[src/rtl/core/hexacode_to_golay_mog_words_unit_assert.svh]
// ---------------------------------------------------------------------------
// hexacode to golay mog words: assertion macros
// implication checks clocked on a named clock, disabled while reset is low
// ---------------------------------------------------------------------------
`ifndef HEXACODE_TO_GOLAY_MOG_WORDS_UNIT_ASSERT_SVH
`define HEXACODE_TO_GOLAY_MOG_WORDS_UNIT_ASSERT_SVH

// same-cycle implication
`define HGMW_ASSERT_IMP(lbl, ck, rn, ante, cons, msg) \
	lbl: assert property (@(posedge ck) disable iff (!rn) (ante) |-> (cons)) \
		else $error(msg);

// next-cycle implication
`define HGMW_ASSERT_NXT(lbl, ck, rn, ante, cons, msg) \
	lbl: assert property (@(posedge ck) disable iff (!rn) (ante) |=> (cons)) \
		else $error(msg);

`endif

[src/rtl/core/hgmw_pkg.sv]
// ---------------------------------------------------------------------------
// hgmw_pkg
// types and the column interpretation table for the hexacode mog unit
// ---------------------------------------------------------------------------
package hgmw_pkg;

	localparam int NUM_COLS = 6;
	localparam int NUM_ROWS = 4;
	localparam logic [5:0] LAST_INDEX = 6'd63;

	typedef logic [1:0] sym_t;
	typedef sym_t [NUM_COLS-1:0] hexword_t;
	typedef logic [3:0] nib_t;

	typedef struct packed {
		logic [23:0] codeword;
		logic [5:0]  rep_index;
		logic        last;
	} result_t;

	// bit r of an entry is mog row r; indexed [symbol][interpretation]
	localparam nib_t COL_PATTERN [4][4] = '{
		'{4'h1, 4'hE, 4'h0, 4'hF},
		'{4'h2, 4'hD, 4'h3, 4'hC},
		'{4'h4, 4'hB, 4'h5, 4'hA},
		'{4'h8, 4'h7, 4'h9, 4'h6}
	};

endpackage

[src/rtl/core/hgmw_interp.sv]
// ---------------------------------------------------------------------------
// hgmw_interp
// builds one 4x6 mog array from a hexacode word and an interpretation index
// ---------------------------------------------------------------------------
module hgmw_interp (
	input  hgmw_pkg::hexword_t syms,
	input  logic [5:0]         idx,
	output hgmw_pkg::result_t  res
);
	import hgmw_pkg::*;

	logic       par;
	logic [1:0] sel [NUM_COLS];
	nib_t       nib [NUM_COLS];
	nib_t       nib5_base;
	logic       top;

	always_comb begin
		par = idx[5];
		sel[0] = idx[5:4];
		for (int k = 1; k < 5; k++) begin
			sel[k] = {par, idx[3'(4 - k)]};
		end
		for (int k = 0; k < 5; k++) begin
			nib[k] = COL_PATTERN[syms[k]][sel[k]];
		end
		// top-row parity over the first five columns
		top = nib[0][0] ^ nib[1][0] ^ nib[2][0] ^ nib[3][0] ^ nib[4][0];
		nib5_base = COL_PATTERN[syms[5]][{par, 1'b0}];
		// odd top row for interpretations 0-31 (idx[5] low), even for 32-63
		if ((nib5_base[0] ^ top) != ~par) begin
			sel[5] = {par, 1'b1};
		end else begin
			sel[5] = {par, 1'b0};
		end
		nib[5] = COL_PATTERN[syms[5]][sel[5]];
		for (int r = 0; r < NUM_ROWS; r++) begin
			for (int c = 0; c < NUM_COLS; c++) begin
				res.codeword[r * NUM_COLS + c] = nib[c][r];
			end
		end
		res.rep_index = idx;
		res.last = (idx == LAST_INDEX);
	end

endmodule

[src/rtl/core/hexacode_to_golay_mog_words_unit.sv]
// ---------------------------------------------------------------------------
// hexacode_to_golay_mog_words_unit
// expands one hexacode word into its 64 golay mog interpretations
// ---------------------------------------------------------------------------
// usage
//   slave beat: one hexacode word, six 2-bit gf(4) symbols in s_tdata
//   master beats: 64 per word, one mog array each with its interpretation
//   number; m_tlast marks the beat with interpretation 63
// first array: the accepted word is held in the word register, and the index
//   counter then steers its first array into the output register
// throughput: one array per cycle while m_tready does not stall, set by the
//   single word register and the index counter feeding the output register
// the next word is taken in the same cycle the last array of the current
//   word enters the output register, so words follow without a gap
// a stall on m_tready holds the output register and the counter; the slave
//   side then stays not ready until the current word is fully issued
// reset clears the busy flag and the output valid; no word is in flight
// the hexacode membership of the input is not checked
// ---------------------------------------------------------------------------
module hexacode_to_golay_mog_words_unit (
	input  logic        clk,
	input  logic        arst_n,
	input  logic        s_tvalid,
	output logic        s_tready,
	input  logic [15:0] s_tdata,   // sym0, sym1, sym2, sym3, sym4, sym5, 4'b0
	output logic        m_tvalid,
	input  logic        m_tready,
	output logic [31:0] m_tdata,   // codeword[23:0], rep_index[5:0], 2'b0
	output logic        m_tlast
);
	import hgmw_pkg::*;

	// word register and interpretation counter
	hexword_t   syms_q;
	logic       busy_q;
	logic [5:0] idx_q;

	// output register
	logic       out_valid_q;
	result_t    out_q;

	result_t    res;
	logic       adv;
	logic       s_acc;
	logic       at_last;

	hgmw_interp u_interp (
		.syms (syms_q),
		.idx  (idx_q),
		.res  (res)
	);

	// move one array into the output register when it is empty or draining
	assign adv     = busy_q && (!out_valid_q || m_tready);
	assign at_last = (idx_q == LAST_INDEX);
	assign s_tready = !busy_q || (adv && at_last);
	assign s_acc    = s_tvalid && s_tready;

	always_ff @(posedge clk or negedge arst_n) begin
		if (!arst_n) begin
			busy_q <= 1'b0;
			idx_q  <= '0;
		end else begin
			if (s_acc) begin
				busy_q <= 1'b1;
				idx_q  <= '0;
			end else if (adv) begin
				idx_q <= idx_q + 6'd1;
				if (at_last) begin
					busy_q <= 1'b0;
				end
			end
		end
	end

	// payload of the word register, no reset needed
	always_ff @(posedge clk) begin
		if (s_acc) begin
			syms_q <= s_tdata[11:0];
		end
	end

	always_ff @(posedge clk or negedge arst_n) begin
		if (!arst_n) begin
			out_valid_q <= 1'b0;
		end else begin
			if (adv) begin
				out_valid_q <= 1'b1;
			end else if (m_tready) begin
				out_valid_q <= 1'b0;
			end
		end
	end

	always_ff @(posedge clk) begin
		if (adv) begin
			out_q <= res;
		end
	end

	assign m_tvalid = out_valid_q;
	assign m_tdata  = {2'b00, out_q.rep_index, out_q.codeword};
	assign m_tlast  = out_q.last;

	`include "hexacode_to_golay_mog_words_unit_assert.svh"

	`HGMW_ASSERT_IMP(a_last_idx, clk, arst_n, m_tvalid && m_tlast, m_tdata[29:24] == LAST_INDEX, "tlast without index 63")
	`HGMW_ASSERT_NXT(a_acc_start, clk, arst_n, s_acc, busy_q && idx_q == 6'd0, "accepted word did not start at index 0")
	`HGMW_ASSERT_NXT(a_idx_step, clk, arst_n, adv && !at_last, busy_q && idx_q == $past(idx_q) + 6'd1, "index did not step")
	`HGMW_ASSERT_NXT(a_stall_hold, clk, arst_n, busy_q && out_valid_q && !m_tready, idx_q == $past(idx_q), "index moved during stall")

endmodule
[config.mk]
export PLATFORM = sky130hd
export DESIGN_NAME = hexacode_to_golay_mog_words_unit
export DESIGN_NICKNAME = d
export VERILOG_FILES = /design/src/rtl/core/hgmw_pkg.sv /design/src/rtl/core/hgmw_interp.sv /design/src/rtl/core/hexacode_to_golay_mog_words_unit.sv
export VERILOG_INCLUDE_DIRS = /design/src /design/src/rtl/core
export SDC_FILE = /design/constraint.sdc
export NUM_CORES = 1
export LEC_CHECK = 0
export CORE_MARGIN = 1
export CORE_UTILIZATION = 40
export DETAILED_ROUTE_END_ITERATION = 7
export DONT_BUFFER_PORTS = 1
export GPL_ROUTABILITY_DRIVEN = 0
export HOLD_SLACK_MARGIN = 0.05
export MAX_ROUTING_LAYER = met4
export PLACE_DENSITY = 0.5
export SETUP_SLACK_MARGIN = 0.2
export SYNTH_ARGS = -nofsm -noshare
export SYNTH_HDL_FRONTEND = slang
export SYNTH_SLANG_ARGS = --single-unit
[constraint.sdc]
create_clock -name clk -period 2.3 [get_ports clk]
set_input_delay 0 -clock clk [delete_from_list [all_inputs] [get_ports clk]]
set_output_delay 0 -clock clk [all_outputs]
set_load 0.01 [all_outputs]
==> flow_metrics.tcl, run 1 <==
set metrics [dict create \
    outcome "finished, final reports clean" \
    rrSetupSlack_ns 0.26 \
    leakagePower_nw 0.986 \
    numClockSinks 51 \
    drive_above_1_share_pct 16.2 \
    htreeDepth 2 \
    row_count 27 \
    ys_async_sr_fraction_pct 15.7 \
    netlist_area_mm2 0.00226 \
    ys_ff_latch 51 \
    grt_pass1_wl_um 5310 \
    power_density_mw_per_mm2 1340 \
    min_to "syms_q[1]" \
    finish.utilization_pct 48.2 \
    setup_ws_ns 0.259 \
    fill_cells 500 \
    dp_hpwl_um 2370 \
    grt_usage_pct 12.3 \
    netlist_instances 145 \
    synth_top_area_share_pct 57.0 \
    yosys_warnings 0 \
    setup_violations 0 \
    yosysTopAreaCell "edfxtp_1" \
    die-area_mm2 0.00596 \
    ys_types 28 \
    arrival_ns 2.09 \
    drt-pass1-iter-count 4 \
    cts_buffer_depth 2 \
    cp-start-kind "flop" \
    postRouteWirelength_um 3350 \
    critPathKind "flop to flop" \
    drtIter0Drc 56 \
    cts_tree "built" \
    post-route-min-period_ns 2.04 \
    ir_drop_uv 537 \
    post_cts_resized 0 \
    period_share_pct 88.7 \
    worstHoldStart "s_tvalid" \
    hold_path_depth 2 \
    regToRegStartpoint "idx_q[5]" \
    via_count 1107 \
    ios 55 \
    final_area_mm2 0.00264 \
    fmax_mhz 490 \
    min_path_type "primary input to flop" \
    final.setup_skew_ns 0.00371 \
    yosysSeqAreaShare_pct 65.9 \
    regArea_mm2 0.00149 \
    grt_pass1_vias 1078 \
    clkLatencyLatePin_ns 0.30 \
    cap_viol_max_count 0 \
    pre_cts_ws_ns 0.273 \
    fp.dieH_um 77.2 \
    area_growth_pct 16.6 \
    core_region_area_mm2 0.00547 \
    avgSynthCellArea_um2 15.6 \
    postRouteAntennaNets 0 \
    dp_cells 220 \
    avgViaCountPerCell 4.52 \
    synth_commonest_cells "43 x edfxtp_1, 18 x xnor2_1, 13 x nand2b_1" \
    fin_tns_setup_ns 0 \
    synth_top_flop_cell "edfxtp_1" \
    numCtsBuffers 5 \
    gr-total-overflow 0 \
    rsz0062_at_grt "false" \
    finalHoldViolCount 0 \
    crit_path_end_kind "flop" \
    multi_input_area_um2 708 \
    clkTransAtPathRegs_ns 0.09 \
    required_ns 2.35 \
    routedWlPerCell_um 13.7 \
    maxSlewViolCount 0 \
    postPlaceCellArea_mm2 0.00238 \
    start_util_pct 41.4 \
    final-instance-count-excl-fill 245 \
    synth_edf_count 43 \
    clockRootBuffer "clkbuf_8" \
    drc 0 \
    nets 193 \
    synth.most_common_cell "edfxtp_1" \
    reg2reg_to "m_tdata[23]" \
    worstPathMaxFanout 5 \
    antenna_found_initial 0 \
    grt_max_degree 18 \
    rr_worst_depth 5 \
    dieWidth_um 77.2 \
    io_buffers 0 \
    num_antenna_cells 0 \
    synth_area_leaders "edfxtp_1 57%, dfrtp_1 8.8%, xnor2_1 7.0%" \
]
==> critical path, cell delays in order (launching register included) <==
cell     delay, ns
dfrtp_1       0.38
buf_4         0.17
xnor2_2       0.15
xnor2_2       0.20
xor3_2        0.53
xnor3_1       0.35
==> per-layer routing <==
metal | track usage, % | vias up | wire length (um)
met3 | 4.29 | 2 | 143
met4 | 3.96 | 0 | 19
met2 | 19.8 | 30 | 1700
met5 | - | - | 0
met1 | 14.4 | 535 | 1490
li1 | - | 540 | -
==> through the flow <==
step / hold WS (ns) / total power [mW]
5_1_grt: 0.0859 / 3.73
3_5_place_dp: -0.295 / 2.98
2_1_floorplan: -0.296 / 2.77
4_1_cts: 0.0833 / 3.54
6_report: 0.0970 / 3.53
3_3_place_gp: -0.295 / 2.94
==> cells in the final DEF, fill, tap and decap left out <==
master | Yosys | final
edfxtp_1 | 43 | 43
xnor2_1 | 18 | 18
dlygate4sd3_1 | 0 | 16
nand2b_1 | 13 | 13
buf_4 | 4 | 12
nor2_1 | 11 | 11
nand2_1 | 8 | 8
dfrtp_1 | 8 | 8
xor2_1 | 7 | 7
xnor2_2 | 5 | 5
clkbuf_8 | 0 | 5
nand3_1 | 4 | 4
xnor3_1 | 3 | 3
inv_1 | 2 | 2
and2_1 | 2 | 2
conb_1 | 1 | 2
clkinvlp_4 | 0 | 2
xnor2_4 | 1 | 1
xor2_2 | 1 | 1
xor3_2 | 1 | 1
xor3_1 | 1 | 1
nor2b_1 | 1 | 1
o31ai_1 | 1 | 1
nand4bb_1 | 1 | 1
and3_1 | 1 | 1
a21oi_1 | 1 | 1
nand4_1 | 1 | 1
ha_1 | 1 | 1
inv_6 | 0 | 1
==> worst max-delay path by stage <==
stage,slack [ns],start,endpoint
after floorplan,0.36,idx_q[1],m_tdata[23]
after global placement,0.28,idx_q[5],m_tdata[23]
after detailed placement,0.27,idx_q[5],m_tdata[23]
after CTS,0.24,idx_q[5],m_tdata[23]
after global routing,0.20,idx_q[5],m_tdata[23]
final,0.26,idx_q[5],m_tdata[23]
==> layout make-up <==
type | count | area share (%)
multi-input cells | 84 | 26.8
inverters | 2 | 0.284
repair buffers | 28 | 9.48
well taps | 72 | 3.41
flip-flops and latches | 51 | 56.5
clock inverters | 3 | 0.900
clock buffers | 5 | 2.61
==> repair_timing <==
| item | CTS | global route |
|---|---|---|
| setup endpoints to repair | 0 | 2 |
| buffers inserted | 0 | 1 |
| hold endpoints to repair | 22 | 0 |
| hold buffers | 16 | 0 |
==> registers in the layout (all words and copies together) (netlist names) <==
signal    flops
m_tvalid      1
idx_q         6
m_tlast       1
m_tdata      30
busy_q        1
syms_q       12
==> where the power goes <==
| part | switching [mW] | internal [mW] |
|---|---|---|
| Combinational | 0.537 | 0.844 |
| Clock | 0.296 | 0.218 |
| Sequential | 0.224 | 1.41 |
==> cell families (layout without fill, tap and decap cells) <==
logic type	count (synthesis)	in the layout	synth area share, %
DFF	51	51	65.9
and+or+nand+nor	42	42	9.51
xor gates and xnor gates	37	37	20.3
buffers and inverters	11	38	2.98
AOI/OAI and AO/OA	2	2	0.553
adders and majority gates	1	1	0.553
other	1	2	0.166
(Power assumes the default switching activity.)
==> inputs of run 2 (changes only) <==
==> constraint.sdc (replaced) <==
create_clock -name clk -period 2.3 [get_ports clk]
set_input_delay 0.46 -clock clk [delete_from_list [all_inputs] [get_ports clk]]
set_output_delay 0.46 -clock clk [all_outputs]
set_load 0.01 [all_outputs]
==> flow_metrics.tcl, run 2 (synthesized netlist as in run 1, its figures left out) <==
set metrics [dict create \
    postPlaceCellArea_mm2 0.00238 \
    setup_violations 0 \
    pre_cts_ws_ns 0.237 \
    drive_above_1_share_pct 21.1 \
    start_util_pct 41.4 \
    core_region_area_mm2 0.00547 \
    nets 181 \
    cts_buffer_depth 2 \
    drtIter0Drc 39 \
    cts_tree "built" \
    required_ns 2.35 \
    finish.utilization_pct 46.5 \
    worstPathMaxFanout 5 \
    final_area_mm2 0.00254 \
    final_common_cell "edfxtp_1" \
    ir_drop_uv 716 \
    worst_path_largest_cell_delay_ns 0.51 \
    grt_max_degree 17 \
    clkPwrFrac_pct 16.0 \
    wl_met3_um 189 \
    clkLatencyLatePin_ns 0.30 \
    cp-start-kind "flop" \
    fin_tns_setup_ns 0 \
    dp_hpwl_um 2380 \
    grt_usage_pct 11.9 \
    critPathKind "flop to flop" \
    crit_family "XOR/XNOR gates" \
    drc 0 \
    sequentialPowerShare_pct 43.6 \
    crit_path_end_kind "flop" \
    io_buffers 0 \
    p_sw_mw 1.04 \
    clockRootBuffer "clkbuf_8" \
    cp_cell_sequence "buf_4, xnor2_2, xnor2_2, xor3_2, xnor3_1" \
    leakagePower_nw 0.961 \
    cap_viol_max_count 0 \
    wl_met2_um 1600 \
    post-route-min-period_ns 2.03 \
    outcome "finished, final reports clean" \
    grt_pass1_wl_um 5020 \
    setup_ws_ns 0.274 \
    p_int_mw 2.68 \
    numCtsBuffers 5 \
    htreeDepth 2 \
    cp_common_cell "xnor2_2" \
    period_share_pct 88.1 \
    ios 55 \
    clkTransAtPathRegs_ns 0.09 \
    grt_pass1_vias 1023 \
    num_antenna_cells 0 \
    fp.dieH_um 77.2 \
    finalHoldViolCount 0 \
    fmax_mhz 494 \
    via_count 1074 \
    path_buf_inv 1 \
    dieWidth_um 77.2 \
    antenna_found_initial 0 \
    layout_common_cells "43 x edfxtp_1, 16 x xnor2_1, 15 x buf_4" \
    crit_path_top_delay_cell "xor3_2" \
    numClockSinks 51 \
    row_count 27 \
    power_density_mw_per_mm2 1460 \
    netSwitchingFraction_pct 27.9 \
    routedWlPerCell_um 13.7 \
    maxSlewViolCount 0 \
    postRouteWirelength_um 3190 \
    largest_reg_flops 30 \
    avgViaCountPerCell 4.61 \
    combPwrFrac_pct 40.4 \
    gr-total-overflow 0 \
    top_layer_used "met4" \
    min_path_type "primary input to flop" \
    die-area_mm2 0.00596 \
    arrival_ns 2.07 \
    wl_met1_um 1350 \
    area_growth_pct 12.4 \
    drt-pass1-iter-count 6 \
    final.setup_skew_ns 0.00545 \
    total_power_mw 3.72 \
    rsz0062_at_grt "true" \
    postRouteAntennaNets 0 \
]
run 2: changes by cell type in the layout (fill, tap and decap cells not counted), sizes merged:
cell | previous run | this run
dlygate4sd3 | 16 | 1
clkinv | 0 | 2
inv | 3 | 2
clkinvlp | 2 | 0
bufinv | 0 | 1
buf | 12 | 15
run 2: power groups by stage:
stage / combinational, mW / clock (mW) / sequential [mW]
6_report: 1.50 / 0.596 / 1.62
5_1_grt: 1.64 / 0.654 / 1.65
4_1_cts: 1.33 / 0.615 / 1.64
3_5_place_dp: 1.33 / 0 / 1.66
3_3_place_gp: 1.29 / 0 / 1.66
2_1_floorplan: 1.18 / 0 / 1.59
run 2: final timing paths:
check / from / to / slack, ns / cells past startpoint
setup / recovery: idx_q[0] / m_tdata[23] / 0.27 / 5
hold / removal: s_tdata[4] / syms_q[4] / 0.25 / 0
setup reg to reg: idx_q[0] / m_tdata[23] / 0.27 / 5
hold reg to reg: idx_q[0] / m_tdata[24] / 0.52 / 0
max in group asynchronous: arst_n / idx_q[0] / 1.52 / 1
min in group asynchronous: arst_n / busy_q / 0.50 / 1
run 2: what timing repair did:
item | 4_1_cts | 5_1_grt
pin swaps | 0 | 3
endpoints found under the setup margin | 1 | 2
setup buffers | 0 | 4
hold buffers | 1 | 0
resized for setup | 1 | 3
cloned | 0 | 0
hold endpoints to repair | 8 | 0
run 2: cell type report:
cell class | instances | area (um^2)
repair buffers | 16 | 123
well taps | 72 | 90.1
clock buffers | 5 | 68.8
multi-input cells | 84 | 723
clock inverters | 3 | 38.8
inverters | 2 | 7.51
flip-flops and latches | 51 | 1490
fillers | 500 | 2930
run 2: worst register-to-register path, delay by kind of cell (launching register included):
kind,cells,cell delay (ns)
DFF,1,0.44
buffers and inverters,1,0.17
xor gates and xnor gates,4,1.16
run 2: stage by stage:
step,hold WS [ns],cells
after floorplan,0.164,146
after global placement,0.165,220
after detailed placement,0.165,220
after CTS,0.241,229
after global routing,0.224,233
final,0.249,233
run 2: routing by layer:
| metal | up-vias | track usage [%] |
|---|---|---|
| li1 | 515 | - |
| met1 | 523 | 13.8 |
| met2 | 31 | 18.8 |
| met3 | 5 | 4.64 |
| met4 | 0 | 4.53 |
| met5 | - | - |
==> inputs of run 3 (changes only) <==
- clock period: 2.3 -> 2.6 ns (I/O delays scaled with it)
==> flow_metrics.tcl, run 3 (synthesized netlist as in run 1, its figures left out) <==
set metrics [dict create \
    post-route-min-period_ns 2.10 \
    pre_cts_ws_ns 0.308 \
    dp_hpwl_um 2180 \
    row_count 27 \
    cp-start-kind "flop" \
    post_cts_buffers 0 \
    dp_cells 213 \
    outcome "finished, final reports clean" \
    layout_common_cells "43 x edfxtp_1, 18 x xnor2_1, 13 x nand2b_1" \
    dieWidth_um 77.2 \
    final.setup_skew_ns 0.00713 \
    grt_pass1_wl_um 4840 \
    routedWlPerCell_um 14.1 \
    worstPathMaxFanout 8 \
    arrival_ns 1.58 \
    period_share_pct 80.8 \
    p_sw_mw 0.874 \
    required_ns 2.08 \
    min_path_type "primary input to flop" \
    drtIter0Drc 38 \
    cap_viol_max_count 0 \
    fp.dieH_um 77.2 \
    clkTransAtPathRegs_ns 0.08 \
    cts_buffer_depth 2 \
    start_util_pct 41.4 \
    crit_path_end_kind "output pin" \
    numClockSinks 51 \
    maxSlewViolCount 0 \
    clkLatencyLatePin_ns 0.29 \
    largest_reg_flops 30 \
    fmax_mhz 476 \
    rrSetupSlack_ns 0.50 \
    htreeDepth 2 \
    final_common_cell "edfxtp_1" \
    avgViaCountPerCell 4.55 \
    core_region_area_mm2 0.00547 \
    setup_violations 0 \
    postRouteWirelength_um 3120 \
    die-area_mm2 0.00596 \
    postRouteAntennaNets 0 \
    netSwitchingFraction_pct 28.5 \
    finalHoldViolCount 0 \
    gr-total-overflow 0 \
    drive_above_1_share_pct 12.8 \
    leakagePower_nw 0.897 \
    sequentialPowerShare_pct 49.4 \
    power_density_mw_per_mm2 1250 \
    p_int_mw 2.19 \
    critPathKind "flop to output pin" \
    grt_pass1_vias 943 \
    num_antenna_cells 0 \
    clockRootBuffer "clkbuf_8" \
    fill_cells 512 \
    rsz0062_at_grt "false" \
    antenna_found_initial 0 \
    nets 170 \
    combPwrFrac_pct 33.7 \
    area_growth_pct 8.40 \
    drc 0 \
    postPlaceCellArea_mm2 0.00234 \
    cts_tree "built" \
    via_count 1005 \
    drt-pass1-iter-count 4 \
    ir_drop_uv 508 \
    final_area_mm2 0.00245 \
    final-instance-count-excl-fill 221 \
    numCtsBuffers 5 \
    clkPwrFrac_pct 16.8 \
    ios 55 \
    setup_ws_ns 0.499 \
    grt_usage_pct 11.5 \
    io_buffers 0 \
    grt_max_degree 23 \
    fin_tns_setup_ns 0 \
]
## run 3: worst paths after layout
check / startpoint / endpoint / cells past startpoint
worst max-delay path: idx_q[0] / s_tready / 4
worst min-delay path: s_tdata[4] / syms_q[4] / 0
worst max register to register: idx_q[5] / m_tdata[23] / 4
worst min register to register: busy_q / m_tvalid / 1
max in group asynchronous: arst_n / idx_q[5] / 1
min in group asynchronous: arst_n / m_tvalid / 1
## run 3: power groups by stage
stage / clock [mW] / combinational [mW] / sequential, mW
final: 0.515 / 1.03 / 1.51
after global routing: 0.569 / 1.13 / 1.54
after CTS: 0.539 / 1.05 / 1.52
after detailed placement: 0 / 1.05 / 1.54
after global placement: 0 / 1.02 / 1.54
after floorplan: 0 / 1.05 / 1.40
## run 3: cell type report
cell class / count / area [um^2] / area share, %
clock buffers: 6 / 72.6 / 2.96
well taps: 72 / 90.1 / 3.67
repair buffers: 5 / 52.6 / 2.14
clock inverters: 1 / 30.0 / 1.22
flip-flops and latches: 51 / 1490 / 60.8
multi-input cells: 84 / 708 / 28.9
inverters: 2 / 7.51 / 0.306
## run 3: layer usage
layer	global-route usage, %	vias to the layer above	routed length [um]
met5	-	-	0
met4	4.53	0	40
met3	4.29	5	154
met2	16.8	32	1540
met1	14.5	474	1380
li1	-	494	-
## run 3: worst max-delay path, cell delays in order (launching register included)
cell	delay, ns
dfrtp_1	0.56
ha_1	0.23
nand2_1	0.08
o31ai_1	0.23
buf_4	0.18
## run 3: through the flow
step | power [mW] | hold slack [ns] | util [%]
floorplan | 2.45 | 0.224 | -
finish | 3.06 | 0.315 | 44.8
global placement | 2.56 | 0.225 | 42.8
detailed placement | 2.59 | 0.225 | 42.8
global route | 3.24 | 0.289 | 44.8
CTS | 3.12 | 0.304 | 44.8
## run 3: repair_timing
item | in CTS | in global routing
resized for setup | 0 | 1
hold buffers | 1 | 0
endpoints found under the hold margin | 8 | 0
endpoints found under the setup margin | 0 | 1
